$ cat src/lpa_pkg.sv
`timescale 1ns / 1ps
`default_nettype none
package lpa_pkg;

	localparam int PIXEL_COUNT = 16;
	localparam int PIX_W       = $clog2(PIXEL_COUNT);
	localparam int HEAD_W      = $clog2(2 * PIXEL_COUNT);
	localparam int SCAN_W      = PIX_W + 1;

	localparam logic [15:0] RESET_FRAME_PERIOD = 16'd20;
	localparam logic [31:0] RESET_RANDOM_SEED  = 32'd1;

	typedef enum logic [1:0] {
		CMD_TICK  = 2'd0,
		CMD_SET   = 2'd1,
		CMD_FLASH = 2'd2
	} command_t;

	typedef enum logic [3:0] {
		PAT_OFF     = 4'd0,
		PAT_IDLE    = 4'd1,
		PAT_ALERT   = 4'd2,
		PAT_SUCCESS = 4'd3,
		PAT_MISS    = 4'd4,
		PAT_ANGRY   = 4'd5,
		PAT_SCANNER = 4'd6,
		PAT_CHAOS   = 4'd7,
		PAT_SLEEP   = 4'd8,
		PAT_NORMAL  = 4'd9,
		PAT_ERROR   = 4'd10
	} pattern_t;

	typedef enum logic [0:0] {
		REG_FRAME_PERIOD = 1'b0,
		REG_RANDOM_SEED  = 1'b1
	} reg_index_t;

	typedef enum logic [3:0] {
		ST_IDLE,
		ST_EXEC,
		ST_CHECK,
		ST_SETUP1,
		ST_SETUP2,
		ST_SETUP3,
		ST_SETUP4,
		ST_RAND,
		ST_PIXEL
	} state_t;

	typedef struct packed {
		logic take;
		logic exec;
		logic check;
		logic setup1;
		logic setup2;
		logic setup3;
		logic setup4;
		logic rand_step;
		logic emit;
	} lpa_cmd_t;

	typedef struct packed {
		logic is_tick;
		logic frame_hit;
		logic chaos_fresh;
		logic last_pixel;
		logic rand_last;
		logic out_free;
	} lpa_status_t;

endpackage
`default_nettype wire

$ cat src/lpa_if.sv
`timescale 1ns / 1ps
`default_nettype none
interface lpa_item_if;
	logic        valid;
	logic        ready;
	logic [1:0]  command;
	logic [3:0]  pattern;
	logic [15:0] flash_duration_ms;

	modport source (output valid, command, pattern, flash_duration_ms, input ready);
	modport sink (input valid, command, pattern, flash_duration_ms, output ready);
endinterface

interface lpa_pixel_if;
	logic       valid;
	logic       ready;
	logic [5:0] pixel_index;
	logic [7:0] red;
	logic [7:0] green;
	logic [7:0] blue;
	logic       last_pixel;

	modport source (output valid, pixel_index, red, green, blue, last_pixel, input ready);
	modport sink (input valid, pixel_index, red, green, blue, last_pixel, output ready);
endinterface
`default_nettype wire

$ cat src/led_pattern_animator_core.sv
`timescale 1ns / 1ps
`default_nettype none
// LED pattern animator. Requests on the item channel are millisecond ticks, pattern sets and
// pattern flashes; a tick that completes a frame period renders one frame and sends
// PIXEL_COUNT pixel requests, index 0 first, with last_pixel on the final one. The block
// takes one request at a time and sends one pixel a cycle from the single output register
// when the pixel side does not stall. On a chaos frame that draws new colours, the
// xorshift generator makes one step per cycle for red, green and blue in turn before each
// pixel is sent. The next request is taken while the final pixel still waits in the output
// register. Registers are written through write_enable, register_index and write_data; the
// user must write them only while idle, as the block itself does not enforce it.
module led_pattern_animator_core (
	input  wire logic         clk,
	input  wire logic         arst_n,
	lpa_item_if.sink          items,
	lpa_pixel_if.source       pixels,
	input  wire logic         write_enable,
	input  wire logic         register_index,
	input  wire logic [31:0]  write_data
);
	import lpa_pkg::*;

	lpa_cmd_t    cmd;
	lpa_status_t status;

	lpa_ctrl u_ctrl (
		.clk        (clk),
		.arst_n     (arst_n),
		.item_valid (items.valid),
		.item_ready (items.ready),
		.status     (status),
		.cmd        (cmd)
	);

	lpa_datapath u_datapath (
		.clk             (clk),
		.arst_n          (arst_n),
		.cmd             (cmd),
		.status          (status),
		.item_command    (items.command),
		.item_pattern    (items.pattern),
		.item_duration   (items.flash_duration_ms),
		.write_enable    (write_enable),
		.register_index  (register_index),
		.write_data      (write_data),
		.out_valid       (pixels.valid),
		.out_ready       (pixels.ready),
		.out_pixel_index (pixels.pixel_index),
		.out_red         (pixels.red),
		.out_green       (pixels.green),
		.out_blue        (pixels.blue),
		.out_last        (pixels.last_pixel)
	);

endmodule
`default_nettype wire

$ cat src/lpa_ctrl.sv
`timescale 1ns / 1ps
`default_nettype none
module lpa_ctrl (
	input  wire logic                clk,
	input  wire logic                arst_n,
	input  wire logic                item_valid,
	output logic                     item_ready,
	input  wire lpa_pkg::lpa_status_t status,
	output lpa_pkg::lpa_cmd_t        cmd
);
	import lpa_pkg::*;

	state_t state_q;
	state_t state_d;

	always_ff @(posedge clk or negedge arst_n) begin
		if (!arst_n) begin
			state_q <= ST_IDLE;
		end else begin
			state_q <= state_d;
		end
	end

	always_comb begin
		state_d = state_q;
		unique case (state_q)
			ST_IDLE: begin
				if (item_valid) state_d = ST_EXEC;
			end
			ST_EXEC: begin
				state_d = status.is_tick ? ST_CHECK : ST_IDLE;
			end
			ST_CHECK: begin
				state_d = status.frame_hit ? ST_SETUP1 : ST_IDLE;
			end
			ST_SETUP1: state_d = ST_SETUP2;
			ST_SETUP2: state_d = ST_SETUP3;
			ST_SETUP3: state_d = ST_SETUP4;
			ST_SETUP4: begin
				state_d = status.chaos_fresh ? ST_RAND : ST_PIXEL;
			end
			ST_RAND: begin
				if (status.rand_last) state_d = ST_PIXEL;
			end
			ST_PIXEL: begin
				if (status.out_free) begin
					if (status.last_pixel) state_d = ST_IDLE;
					else if (status.chaos_fresh) state_d = ST_RAND;
					else state_d = ST_PIXEL;
				end
			end
			default: state_d = ST_IDLE;
		endcase
	end

	always_comb begin
		cmd        = '0;
		item_ready = 1'b0;
		unique case (state_q)
			ST_IDLE: begin
				item_ready = 1'b1;
				cmd.take   = item_valid;
			end
			ST_EXEC:   cmd.exec = 1'b1;
			ST_CHECK:  cmd.check = 1'b1;
			ST_SETUP1: cmd.setup1 = 1'b1;
			ST_SETUP2: cmd.setup2 = 1'b1;
			ST_SETUP3: cmd.setup3 = 1'b1;
			ST_SETUP4: cmd.setup4 = 1'b1;
			ST_RAND:   cmd.rand_step = 1'b1;
			ST_PIXEL:  cmd.emit = status.out_free;
			default: begin
				cmd        = '0;
				item_ready = 1'b0;
			end
		endcase
	end

endmodule
`default_nettype wire

$ cat src/lpa_datapath.sv
`timescale 1ns / 1ps
`default_nettype none
module lpa_datapath (
	input  wire logic              clk,
	input  wire logic              arst_n,
	input  wire lpa_pkg::lpa_cmd_t cmd,
	output lpa_pkg::lpa_status_t   status,
	input  wire logic [1:0]        item_command,
	input  wire logic [3:0]        item_pattern,
	input  wire logic [15:0]       item_duration,
	input  wire logic              write_enable,
	input  wire logic              register_index,
	input  wire logic [31:0]       write_data,
	output logic                   out_valid,
	input  wire logic              out_ready,
	output logic [5:0]             out_pixel_index,
	output logic [7:0]             out_red,
	output logic [7:0]             out_green,
	output logic [7:0]             out_blue,
	output logic                   out_last
);
	import lpa_pkg::*;

	function automatic logic [31:0] xorshift(input logic [31:0] x);
		logic [31:0] y;
		y = x ^ (x << 13);
		y = y ^ (y >> 17);
		y = y ^ (y << 5);
		return y;
	endfunction

	// held request
	logic [1:0]  cmd_q;
	logic [3:0]  pat_q;
	logic [15:0] dur_q;

	logic [15:0] period_q;
	logic [31:0] rnd_q;
	logic [31:0] now_q;
	logic [31:0] elapsed_q;
	logic [31:0] deadline_q;
	logic [3:0]  active_q;
	logic [3:0]  restore_q;
	logic        frame_hit_q;

	logic [31:0]       fc_q;
	logic [7:0]        p160_q;
	logic [8:0]        p400_q;
	logic [3:0]        p10_q;
	logic [2:0]        p6_q;
	logic [5:0]        p40_q;
	logic [1:0]        p3_q;
	logic [HEAD_W-1:0] p2pc_q;

	logic [7:0]        t_idle_s1;
	logic [13:0]       x_sleep_s1;
	logic              alert_on_s1;
	logic              miss_on_s1;
	logic              first_half_s1;
	logic              error_on_s1;
	logic              chaos_fresh_s1;
	logic [HEAD_W-1:0] succ_head_s1;
	logic [PIX_W-1:0]  scan_head_s1;
	logic [7:0]        t_sleep_s2;
	logic [6:0]        v_idle_s2;
	logic [3:0]        v_sleep_s3;
	logic [7:0]        q_idle_s3;
	logic [5:0]        g_idle_s4;
	logic [2:0]        g_sleep_s4;

	logic [PIX_W-1:0] pix_q;
	logic [1:0]       sub_q;
	logic [7:0]       rnd_r_q;
	logic [7:0]       rnd_g_q;
	logic [7:0]       rnd_b_q;
	logic [23:0]      store_q [PIXEL_COUNT];

	logic        frames_clear;
	logic        flash_over;
	logic [31:0] elapsed_inc;
	logic [31:0] rnd_next;
	logic        last_pix;
	logic [7:0]  up160;
	logic [7:0]  up400;

	assign elapsed_inc = elapsed_q + 32'd1;
	assign rnd_next    = xorshift(rnd_q);
	assign last_pix    = (pix_q == PIX_W'(PIXEL_COUNT - 1));
	assign flash_over  = frame_hit_q && (deadline_q != 32'd0) && (now_q > deadline_q);

	always_comb begin
		frames_clear = 1'b0;
		if (cmd.exec) begin
			if (cmd_q == CMD_SET) frames_clear = (active_q != pat_q);
			else if (cmd_q == CMD_FLASH) frames_clear = 1'b1;
		end else if (cmd.check) begin
			frames_clear = flash_over;
		end
	end

	always_ff @(posedge clk) begin
		if (cmd.take) begin
			cmd_q <= item_command;
			pat_q <= item_pattern;
			dur_q <= item_duration;
		end
	end

	always_ff @(posedge clk or negedge arst_n) begin
		if (!arst_n) begin
			period_q <= RESET_FRAME_PERIOD;
			rnd_q    <= RESET_RANDOM_SEED;
		end else begin
			if (write_enable && register_index == REG_FRAME_PERIOD) begin
				period_q <= write_data[15:0];
			end
			if (write_enable && register_index == REG_RANDOM_SEED) begin
				rnd_q <= write_data;
			end else if (cmd.rand_step) begin
				rnd_q <= rnd_next;
			end
		end
	end

	// pattern selection, flash and frame timing
	always_ff @(posedge clk or negedge arst_n) begin
		if (!arst_n) begin
			now_q       <= '0;
			elapsed_q   <= '0;
			deadline_q  <= '0;
			active_q    <= PAT_OFF;
			restore_q   <= PAT_OFF;
			frame_hit_q <= 1'b0;
		end else if (cmd.exec) begin
			case (cmd_q)
				CMD_SET: begin
					if (active_q != pat_q) begin
						active_q  <= pat_q;
						restore_q <= pat_q;
					end
				end
				CMD_FLASH: begin
					if (deadline_q == 32'd0) restore_q <= active_q;
					active_q   <= pat_q;
					deadline_q <= now_q + {16'd0, dur_q};
				end
				CMD_TICK: begin
					now_q <= now_q + 32'd1;
					if (elapsed_inc < {16'd0, period_q}) begin
						elapsed_q   <= elapsed_inc;
						frame_hit_q <= 1'b0;
					end else begin
						elapsed_q   <= '0;
						frame_hit_q <= 1'b1;
					end
				end
				default: ;
			endcase
		end else if (cmd.check && flash_over) begin
			deadline_q <= '0;
			active_q   <= restore_q;
		end
	end

	// frame number and its phases
	always_ff @(posedge clk or negedge arst_n) begin
		if (!arst_n) begin
			fc_q   <= '0;
			p160_q <= '0;
			p400_q <= '0;
			p10_q  <= '0;
			p6_q   <= '0;
			p40_q  <= '0;
			p3_q   <= '0;
			p2pc_q <= '0;
		end else if (frames_clear || (cmd.setup4 && fc_q == 32'hFFFF_FFFF)) begin
			fc_q   <= '0;
			p160_q <= '0;
			p400_q <= '0;
			p10_q  <= '0;
			p6_q   <= '0;
			p40_q  <= '0;
			p3_q   <= '0;
			p2pc_q <= '0;
		end else if (cmd.setup4) begin
			fc_q   <= fc_q + 32'd1;
			p160_q <= (p160_q == 8'd159) ? 8'd0 : p160_q + 8'd1;
			p400_q <= (p400_q == 9'd399) ? 9'd0 : p400_q + 9'd1;
			p10_q  <= (p10_q == 4'd9) ? 4'd0 : p10_q + 4'd1;
			p6_q   <= (p6_q == 3'd5) ? 3'd0 : p6_q + 3'd1;
			p40_q  <= (p40_q == 6'd39) ? 6'd0 : p40_q + 6'd1;
			p3_q   <= (p3_q == 2'd2) ? 2'd0 : p3_q + 2'd1;
			p2pc_q <= (p2pc_q == HEAD_W'(2 * PIXEL_COUNT - 1)) ? '0 : p2pc_q + HEAD_W'(1);
		end
	end

	assign up160 = (p160_q < 8'd80) ? p160_q : 8'd160 - p160_q;
	assign up400 = (p400_q < 9'd200) ? p400_q[7:0] : 8'(9'd400 - p400_q);

	// per-frame values, computed in the setup steps with constant multiplies
	always_ff @(posedge clk) begin
		if (cmd.setup1) begin
			t_idle_s1      <= 8'((12'(up160) * 12'd51) >> 4);
			x_sleep_s1     <= 14'(up400) * 14'd51;
			alert_on_s1    <= ~fc_q[2];
			miss_on_s1     <= (p10_q < 4'd5);
			first_half_s1  <= (p6_q < 3'd3);
			error_on_s1    <= (p40_q < 6'd4) || (p40_q >= 6'd8 && p40_q < 6'd12);
			chaos_fresh_s1 <= (active_q == PAT_CHAOS) && (p3_q == 2'd0);
			succ_head_s1   <= p2pc_q;
			scan_head_s1   <= PIX_W'(p2pc_q >> 1);
		end
		if (cmd.setup2) begin
			t_sleep_s2 <= 8'((23'(x_sleep_s1 >> 3) * 23'd3277) >> 14);
			v_idle_s2  <= 7'd25 + 7'((16'(t_idle_s1) * 16'd171) >> 10);
		end
		if (cmd.setup3) begin
			v_sleep_s3 <= 4'd3 + 4'((14'(t_sleep_s2 >> 2) * 14'd205) >> 10);
			q_idle_s3  <= 8'((10'(v_idle_s2) * 10'd11) >> 2);
		end
		if (cmd.setup4) begin
			g_idle_s4  <= 6'((16'(q_idle_s3) * 16'd205) >> 10);
			g_sleep_s4 <= 3'((12'(v_sleep_s3) * 12'd171) >> 9);
		end
	end

	always_ff @(posedge clk or negedge arst_n) begin
		if (!arst_n) begin
			pix_q <= '0;
			sub_q <= '0;
		end else if (cmd.setup4) begin
			pix_q <= '0;
			sub_q <= '0;
		end else begin
			if (cmd.rand_step) sub_q <= (sub_q == 2'd2) ? 2'd0 : sub_q + 2'd1;
			if (cmd.emit && !last_pix) pix_q <= pix_q + PIX_W'(1);
		end
	end

	always_ff @(posedge clk) begin
		if (cmd.rand_step) begin
			case (sub_q)
				2'd0:    rnd_r_q <= rnd_next[7:0];
				2'd1:    rnd_g_q <= rnd_next[7:0];
				default: rnd_b_q <= rnd_next[7:0];
			endcase
		end
	end

	// colour of the current pixel
	logic [7:0]        col_r;
	logic [7:0]        col_g;
	logic [7:0]        col_b;
	logic [SCAN_W-1:0] d_raw;
	logic [SCAN_W-1:0] scan_dist;
	logic              angry_on;

	always_comb begin
		if (pix_q > scan_head_s1) d_raw = SCAN_W'(pix_q - scan_head_s1);
		else d_raw = SCAN_W'(scan_head_s1 - pix_q);
		if (d_raw > SCAN_W'(PIXEL_COUNT / 2)) scan_dist = SCAN_W'(PIXEL_COUNT) - d_raw;
		else scan_dist = d_raw;
		angry_on = (pix_q[0] == 1'b0) == first_half_s1;
	end

	always_comb begin
		col_r = 8'd0;
		col_g = 8'd0;
		col_b = 8'd0;
		unique case (active_q)
			PAT_IDLE: begin
				col_r = {1'b0, v_idle_s2};
				col_g = {2'b00, g_idle_s4};
				col_b = 8'd6;
			end
			PAT_ALERT: begin
				col_r = alert_on_s1 ? 8'd255 : 8'd40;
				col_g = alert_on_s1 ? 8'd178 : 8'd28;
			end
			PAT_SUCCESS: begin
				if (HEAD_W'(pix_q) <= succ_head_s1) begin
					col_g = 8'd200;
					col_b = 8'd25;
				end else begin
					col_g = 8'd20;
					col_b = 8'd2;
				end
			end
			PAT_MISS: col_r = miss_on_s1 ? 8'd255 : 8'd0;
			PAT_ANGRY: begin
				col_r = angry_on ? 8'd255 : 8'd90;
				col_g = angry_on ? 8'd30 : 8'd0;
			end
			PAT_SCANNER: begin
				if (scan_dist == SCAN_W'(0)) begin
					col_r = 8'd76;
					col_b = 8'd230;
				end else if (scan_dist == SCAN_W'(1)) begin
					col_r = 8'd53;
					col_b = 8'd160;
				end else if (scan_dist == SCAN_W'(2)) begin
					col_r = 8'd30;
					col_b = 8'd90;
				end else begin
					col_r = 8'd4;
					col_b = 8'd12;
				end
			end
			PAT_CHAOS: begin
				if (chaos_fresh_s1) begin
					col_r = rnd_r_q;
					col_g = rnd_g_q;
					col_b = rnd_b_q;
				end else begin
					col_r = store_q[pix_q][23:16];
					col_g = store_q[pix_q][15:8];
					col_b = store_q[pix_q][7:0];
				end
			end
			PAT_SLEEP: begin
				col_g = {5'd0, g_sleep_s4};
				col_b = {4'd0, v_sleep_s3};
			end
			PAT_NORMAL: begin
				col_r = 8'd200;
				col_g = 8'd200;
				col_b = 8'd190;
			end
			PAT_ERROR: begin
				col_r = error_on_s1 ? 8'd255 : 8'd0;
				col_g = error_on_s1 ? 8'd120 : 8'd0;
			end
			default: begin
				col_r = 8'd0;
				col_g = 8'd0;
				col_b = 8'd0;
			end
		endcase
	end

	always_ff @(posedge clk or negedge arst_n) begin
		if (!arst_n) begin
			for (int k = 0; k < PIXEL_COUNT; k++) store_q[k] <= '0;
		end else if (cmd.emit) begin
			store_q[pix_q] <= {col_r, col_g, col_b};
		end
	end

	// output register
	always_ff @(posedge clk or negedge arst_n) begin
		if (!arst_n) begin
			out_valid <= 1'b0;
		end else if (cmd.emit) begin
			out_valid <= 1'b1;
		end else if (out_ready) begin
			out_valid <= 1'b0;
		end
	end

	always_ff @(posedge clk) begin
		if (cmd.emit) begin
			out_pixel_index <= 6'(pix_q);
			out_red         <= col_r;
			out_green       <= col_g;
			out_blue        <= col_b;
			out_last        <= last_pix;
		end
	end

	always_comb begin
		status.is_tick     = (cmd_q == CMD_TICK);
		status.frame_hit   = frame_hit_q;
		status.chaos_fresh = chaos_fresh_s1;
		status.last_pixel  = last_pix;
		status.rand_last   = (sub_q == 2'd2);
		status.out_free    = !out_valid || out_ready;
	end

endmodule
`default_nettype wire
$ cat src/flat_wrapper.sv
// flat-port wrapper written by rule: the top's interface ports become plain ports
module led_pattern_animator_core_flat import lpa_pkg::*;
  (clk, arst_n, write_enable, register_index, write_data, items_valid, items_command, items_pattern, items_flash_duration_ms, items_ready, pixels_valid, pixels_pixel_index, pixels_red, pixels_green, pixels_blue, pixels_last_pixel, pixels_ready);
  lpa_item_if items_i ();
  lpa_pixel_if pixels_i ();
  input  wire logic clk;
  input  wire logic arst_n;
  input  wire logic write_enable;
  input  wire logic register_index;
  input  wire logic [31:0] write_data;
  input wire logic [$bits(items_i.valid)-1:0] items_valid;
  input wire logic [$bits(items_i.command)-1:0] items_command;
  input wire logic [$bits(items_i.pattern)-1:0] items_pattern;
  input wire logic [$bits(items_i.flash_duration_ms)-1:0] items_flash_duration_ms;
  output wire logic [$bits(items_i.ready)-1:0] items_ready;
  output wire logic [$bits(pixels_i.valid)-1:0] pixels_valid;
  output wire logic [$bits(pixels_i.pixel_index)-1:0] pixels_pixel_index;
  output wire logic [$bits(pixels_i.red)-1:0] pixels_red;
  output wire logic [$bits(pixels_i.green)-1:0] pixels_green;
  output wire logic [$bits(pixels_i.blue)-1:0] pixels_blue;
  output wire logic [$bits(pixels_i.last_pixel)-1:0] pixels_last_pixel;
  input wire logic [$bits(pixels_i.ready)-1:0] pixels_ready;
  assign items_i.valid = items_valid;
  assign items_i.command = items_command;
  assign items_i.pattern = items_pattern;
  assign items_i.flash_duration_ms = items_flash_duration_ms;
  assign items_ready = items_i.ready;
  assign pixels_valid = pixels_i.valid;
  assign pixels_pixel_index = pixels_i.pixel_index;
  assign pixels_red = pixels_i.red;
  assign pixels_green = pixels_i.green;
  assign pixels_blue = pixels_i.blue;
  assign pixels_last_pixel = pixels_i.last_pixel;
  assign pixels_i.ready = pixels_ready;
  led_pattern_animator_core u_core (.clk(clk), .arst_n(arst_n), .items(items_i), .pixels(pixels_i), .write_enable(write_enable), .register_index(register_index), .write_data(write_data));
endmodule
$ cat config.mk
export PLATFORM = sky130hd
export DESIGN_NAME = led_pattern_animator_core_flat
export DESIGN_NICKNAME = d
export VERILOG_FILES = /design/src/lpa_pkg.sv /design/src/lpa_if.sv /design/src/led_pattern_animator_core.sv /design/src/lpa_ctrl.sv /design/src/lpa_datapath.sv /design/src/flat_wrapper.sv
export SDC_FILE = /design/constraint.sdc
export NUM_CORES = 2
export LEC_CHECK = 0
export BUFFER_PORTS_ARGS = -buffer_cell sky130_fd_sc_hd__buf_2
export CORE_MARGIN = 4
export CORE_UTILIZATION = 32
export CTS_BUF_LIST = sky130_fd_sc_hd__clkbuf_16
export CTS_CLUSTER_DIAMETER = 30
export DETAILED_ROUTE_END_ITERATION = 16
export SLEW_MARGIN = 20
export SYNTH_ARGS = -nofsm -noshare
export SYNTH_HDL_FRONTEND = slang
export SYNTH_SLANG_ARGS = --single-unit
$ cat constraint.sdc
create_clock -name clk -period 6.3 [get_ports clk]
set_input_delay 0.315 -clock clk [delete_from_list [all_inputs] [get_ports clk]]
set_output_delay 0.315 -clock clk [all_outputs]
set_load 0.01 [all_outputs]
# After elaboration in Yosys (flattened, before gate mapping)
# Cells that the tools add are included.
totals:
  ff_bits: 764
  in_bits: 60
classes:
  n_addsub: 20
  n_mul: 8
  n_lt_le_gt_ge: 14
  eq_ne: 43
  mux: 96
  bitwise: 8
  reduce_logical: 38
ops:
  columns: ["operator", "n"]
  rows:
  - ["384-bit bitwise mux", 1]
  - ["32-bit two-way mux", 8]
  - ["8-bit two-way mux", 16]
  - ["8-bit one-hot mux with 8 select lines", 2]
  - ["32-bit by 1-bit adder with 32-bit output (second input constant)", 3]
  - ["24-bit binary-select mux with 4-bit select", 1]
  - ["24-bit demux with 4-bit select", 1]
  - ["24-bit two-way mux", 3]
  - ["32-bit XOR", 2]
  - ["4-bit two-way mux", 14]
  - ["8-bit one-hot mux with 6 select lines", 1]
  - ["5-bit two-way mux", 8]
  - ["4-bit one-hot mux with 9 select lines", 1]
  - ["32-bit by 16-bit adder with 32-bit output", 1]
  - ["32-bit == test (second input constant)", 1]
  - ["4-bit by 3-bit == test with 1-bit output (second input constant)", 8]
  - ["32-bit > comparator", 1]
  - ["32-bit zero test", 1]
  - ["32-bit by 16-bit < comparator with 1-bit output", 1]
  - ["8-bit by 8-bit multiplier with 16-bit output (second input constant)", 2]
  - ["32-bit nonzero test", 1]
  - ["32-bit by 15-bit XOR with 32-bit output", 1]
  - ["9-bit two-way mux", 3]
  - ["4-bit == test (second input constant)", 6]
  - ["65 further kinds", 140]

# Logic depth before layout (Yosys ltp)
depth:
  ltp_word: 10
  ltp_mapped: 21
  ltp_nobuf: 21

# Modules after synthesis
# From an unflattened synthesis, not the netlist that was laid out.
hier_totals:
  cells_unflattened: 4316
  hier_area_um2: 44425.1
modules_own_cells:
  columns: ["module", "instances", "cells_each", "area_each_um2", "seq_area_each_um2"]
  rows:
  - ["lpa_datapath", 1, 4265, 44034.7, 19487.4]
  - ["lpa_ctrl", 1, 51, 390.4, 100.1]

# Worst setup path after synthesis
# No wires, ideal clock.
synth_timing:
  kind: "reg2reg"
  start: "reg u_core.u_datapath.x_sleep_s1[12]"
  end: "reg u_core.u_datapath.t_sleep_s2[7], data pin"
  setup_ns: 0.260
  arrival_time_ns: 4.508
  required_ns: 6.040
  setup_slack_ns: 1.532
  path_stages_with_launch: 18
  path_buffers: 0
  synth_period_minus_slack_ns: 4.768
  cell_sequence: "edfxtp_1 > inv_1 > ha_1 > inv_1 > fa_1 > inv_1 > fa_1 > fa_1 > fa_1 > inv_1 > ha_1 > o21ai_0 > or3_1 > a41oi_1 > o21ai_0 > a211oi_1 > a21oi_1 > xnor2_1"
synth_via:
  elab_chain_cells: 1
synth_rtl:
  columns: ["item", "line", "source"]
  rows:
  - ["start: declaration", "lpa_datapath.sv:56", "logic [13:0] x_sleep_s1;"]
  - ["start signal: assignment", "lpa_datapath.sv:204", "x_sleep_s1 <= 14'(up400) * 14'd51;"]
  - ["11-bit by 12-bit multiplier with 22-bit output", "lpa_datapath.sv:214", "t_sleep_s2 <= 8'((23'(x_sleep_s1 >> 3) * 23'd3277) >> 14);"]
  - ["end signal: assignment", "lpa_datapath.sv:214", null]
  - ["end: declaration", "lpa_datapath.sv:64", "logic [7:0] t_sleep_s2;"]
# No other way between the ends.
# A chain may end at the register's enable or synchronous reset.

# Final worst setup path
# Same ends and word-level chain as after synthesis.

==> impl_metrics.py <==
metrics = {
    "status": {
        "status": "complete, no violations",
    },
    "timing": {
        "slew_violations": 0,
        "finalWorstPathRequiredPeriod_ns": 5.12,
        "period_share_pct": 81.3,
        "fin_setup_tns_ns": 0,
        "clock.fmax_ghz": 0.195,
        "slew_headroom_pct": 23.9,
        "worst-slew-pin-transition_ns": 1.14,
        "fin_hold_ws_ns": 0.105,
        "rsz0062_at_grt": "no",
        "skew_ns": 0.0338,
        "setup_viol": 0,
        "final-hold-violation-count": 0,
        "setup_ws_ns": 1.18,
    },
    "global_routing": {
        "grt_max_degree": 167,
        "grt_pass1_wl_mm": 172,
        "antenna_found_initial": 3,
        "grt_overflow": 0,
        "grt_pass1_vias": 30800,
        "grt.total_usage_pct": 15.1,
    },
    "worst_hold_path": {
        "hold_class": "input pin to register",
    },
    "yosys": {
        "synth_area_per_cell_um2": 11.2,
        "ys_seq_area_share_pct": 44.5,
        "synth_area_um2": 44000,
        "synth_edf_count": 138,
        "async_reset_ff_share_pct": 81.7,
        "ys_ff_latch": 755,
        "synth_warnings": 0,
        "synthFlopType": "dfrtp_1",
        "ys_types": 99,
        "netlist_instances": 3932,
    },
    "place": {
        "globalplace.congestion": 0.823,
        "port_buffers": 90,
        "dpl_cell_area_um2": 46300,
        "dp_hpwl_mm": 70.5,
        "place_ws_ns": 1.15,
    },
    "route": {
        "drc": 0,
        "antenna_left": 0,
        "drt_iter0_markers": 1707,
        "vias": 29900,
        "drtPass1Iterations": 8,
        "drt_wl_total_mm": 108,
        "wire_per_inst_um": 17.8,
        "via_per_inst": 4.96,
    },
    "layout": {
        "fin_area_um2": 52500,
        "final_util_pct": 38.6,
        "layout-drive-gt1-share_pct": 18.5,
        "fin_nets": 4601,
        "syn_to_final_growth_pct": 19.3,
    },
    "floorplan": {
        "rows": 135,
        "initial_core_util_pct": 32.3,
        "dieWidth_um": 379,
        "die_area_um2": 143000,
        "core_area_um2": 136000,
        "dieHeight_um": 379,
        "pin_count": 93,
    },
    "critical_path": {
        "crit_fanout": 4,
        "arrival_ns": 5.62,
        "endpoint_kind": "register",
        "path_class": "register to register",
        "crit_path_start_kind": "register",
        "max_stage_delay_ns": 0.58,
        "critPathBufInv": 4,
        "path_cells": "inv_1 > ha_1 > inv_1 > fa_1 > inv_1 > fa_1 > fa_1 > fa_1 > inv_1 > ha_1 > o21ai_0 > or3_1 > a41oi_1 > o21ai_0 > a211oi_1 > a21oi_1 > xnor2_1",
        "slowest_stage": "fa_1",
        "crit_family": "adder cells",
        "required_ns": 6.79,
    },
    "clock_network": {
        "cts_resized": 0,
        "clockBufferDepth": 3,
        "numCtsBuffers": 167,
        "ctsHoldBuffers": 55,
        "clkLatencyLatePin_ns": 0.75,
        "clock_sinks": 755,
        "h-tree-depth": 4,
        "clockRootBuffer": "clkbuf_16",
        "clk_pin_slew_worst_paths_ns": 0.05,
        "cts_tree": "built",
        "post_cts_buffers": 0,
    },
    "run": {
        "cap_violations": 0,
    },
    "pwr": {
        "peakVddDrop_uv": 375,
        "power.leakage_uw": 0.0243,
        "power.density_nw_per_um2": 433,
    },
}
flip-flops by register name (all words and copies together) (netlist names), 9 cells and up:
signal and count:
u_core.u_datapath.store_q 384, u_core.u_datapath.period_q 16, u_core.u_datapath.p400_q 9, u_core.u_datapath.deadline_q 32, u_core.u_datapath.now_q 32, u_core.u_datapath.elapsed_q 32, u_core.u_datapath.dur_q 16, u_core.u_datapath.fc_q 32
u_core.u_datapath.rnd_q 32, u_core.u_datapath.x_sleep_s1 11
metal layers:
layer  track usage (%)  up-vias  share of wire [%]
met3              3.43      181                5.6
met1              20.7    14800                 47
li1                  -    14300                  -
met2              23.8      636                 45
met4              5.04        0                2.5
met5                 0        -                  0
tightest hold or removal path, stage by stage:
cell and delay, ns:
buf_2 0.07, nand2b_1 0.27, o22ai_1 0.13
synth_stat cells (10+ instances only):
library cell  number  area (um2)
a211oi_1          13        97.6
a21o_1            31         233
a21oi_1          124         621
a31oi_1           11        68.8
a32o_1            12         120
and2_1            34         213
and3_1            42         263
buf_1             14        52.6
buf_2             26         130
clkbuf_1         117         439
dfrtp_1          614       15400
edfxtp_1         138        4140
fa_1              85        1700
ha_1             346        4330
inv_1            324        1220
mux2_2           200        2250
mux2i_1           27         270
mux4_1            21         552
mux4_2            97        2180
nand2_1          399        1500
nand2b_1          14        87.6
nand3_1           65         325
nand4_1           36         225
nor2_1           184         691
nor2b_1           23         144
nor3_1            44         220
nor4_1            22         138
o2111ai_1         12         105
o211ai_1          17         128
o21a_1            20         150
o21ai_0          310        1550
o21ai_1           17        85.1
o21bai_1          19         143
or2_2             14        87.6
or3_1             16         100
or4_1             10        75.1
xnor2_1          161        1410
xor2_1           105         920
logic make-up after synthesis:
| kind of cell | after synthesis | share of synthesized area (%) |
|---|---|---|
| XOR/XNOR | 266 | 5.30 |
| AND/OR/NAND/NOR | 941 | 10.0 |
| flip-flops | 755 | 44.5 |
| multiplexers | 347 | 12.1 |
| adder cells (fa/ha/maj) | 431 | 13.7 |
| AO/OA/AOI/OAI | 676 | 9.39 |
| other | 1 | 0.00853 |
| buffers and inverters | 515 | 4.91 |
worst paths after layout:
kind / from / end / slack (ns) / cells past startpoint
min: pixels_ready / u_core.u_ctrl.state_q[3] / 0.10 / 3
min in group asynchronous: arst_n / u_core.u_datapath.deadline_q[11] / 0.16 / 2
max: u_core.u_datapath.x_sleep_s1[12] / u_core.u_datapath.t_sleep_s2[7] / 1.18 / 17
min reg2reg: u_core.u_datapath.store_q[186] / u_core.u_datapath.store_q[186] / 0.47 / 2
max in group asynchronous: arst_n / u_core.u_datapath.pix_q[0] / 4.37 / 3
max reg2reg: u_core.u_datapath.x_sleep_s1[12] / u_core.u_datapath.t_sleep_s2[7] / 1.18 / 17
stage by stage:
stage	cells	power [uW]
finish	6033	22700
floorplan	3933	12000
detailed placement	5666	14200
global placement	5664	14000
CTS	6031	23000
global route	6032	24300
power by group:
| part | switching [uW] | leakage, uW | internal (uW) |
|---|---|---|---|
| logic | 4540 | 0.0118 | 3220 |
| registers | 559 | 0.00972 | 5780 |
| clock network | 2870 | 0.00277 | 5730 |
layout by cell type, fill, tap and decap left out, drive strengths merged, types with 140 or more instances in the layout:
| cell type | n |
|---|---|
| buf | 140 |
| clkbuf | 176 |
| dfrtp | 614 |
| ha | 346 |
| inv | 361 |
| mux2 | 200 |
| nand2 | 400 |
| nor2 | 185 |
| o21ai | 328 |
| xnor2 | 161 |
cell type report:
class / instances / area [um2]
Timing Repair Buffer: 196 / 1430
Sequential cell: 755 / 19600
Multi-Input combinational cell: 2663 / 22300
Tap cell: 1781 / 2230
Clock buffer: 175 / 4380
Clock inverter: 135 / 1260
Inverter: 327 / 1230
Antenna cell: 1 / 2.50
Fill cell: 13000 / 83500
Power figures use the tool's default switching activity.
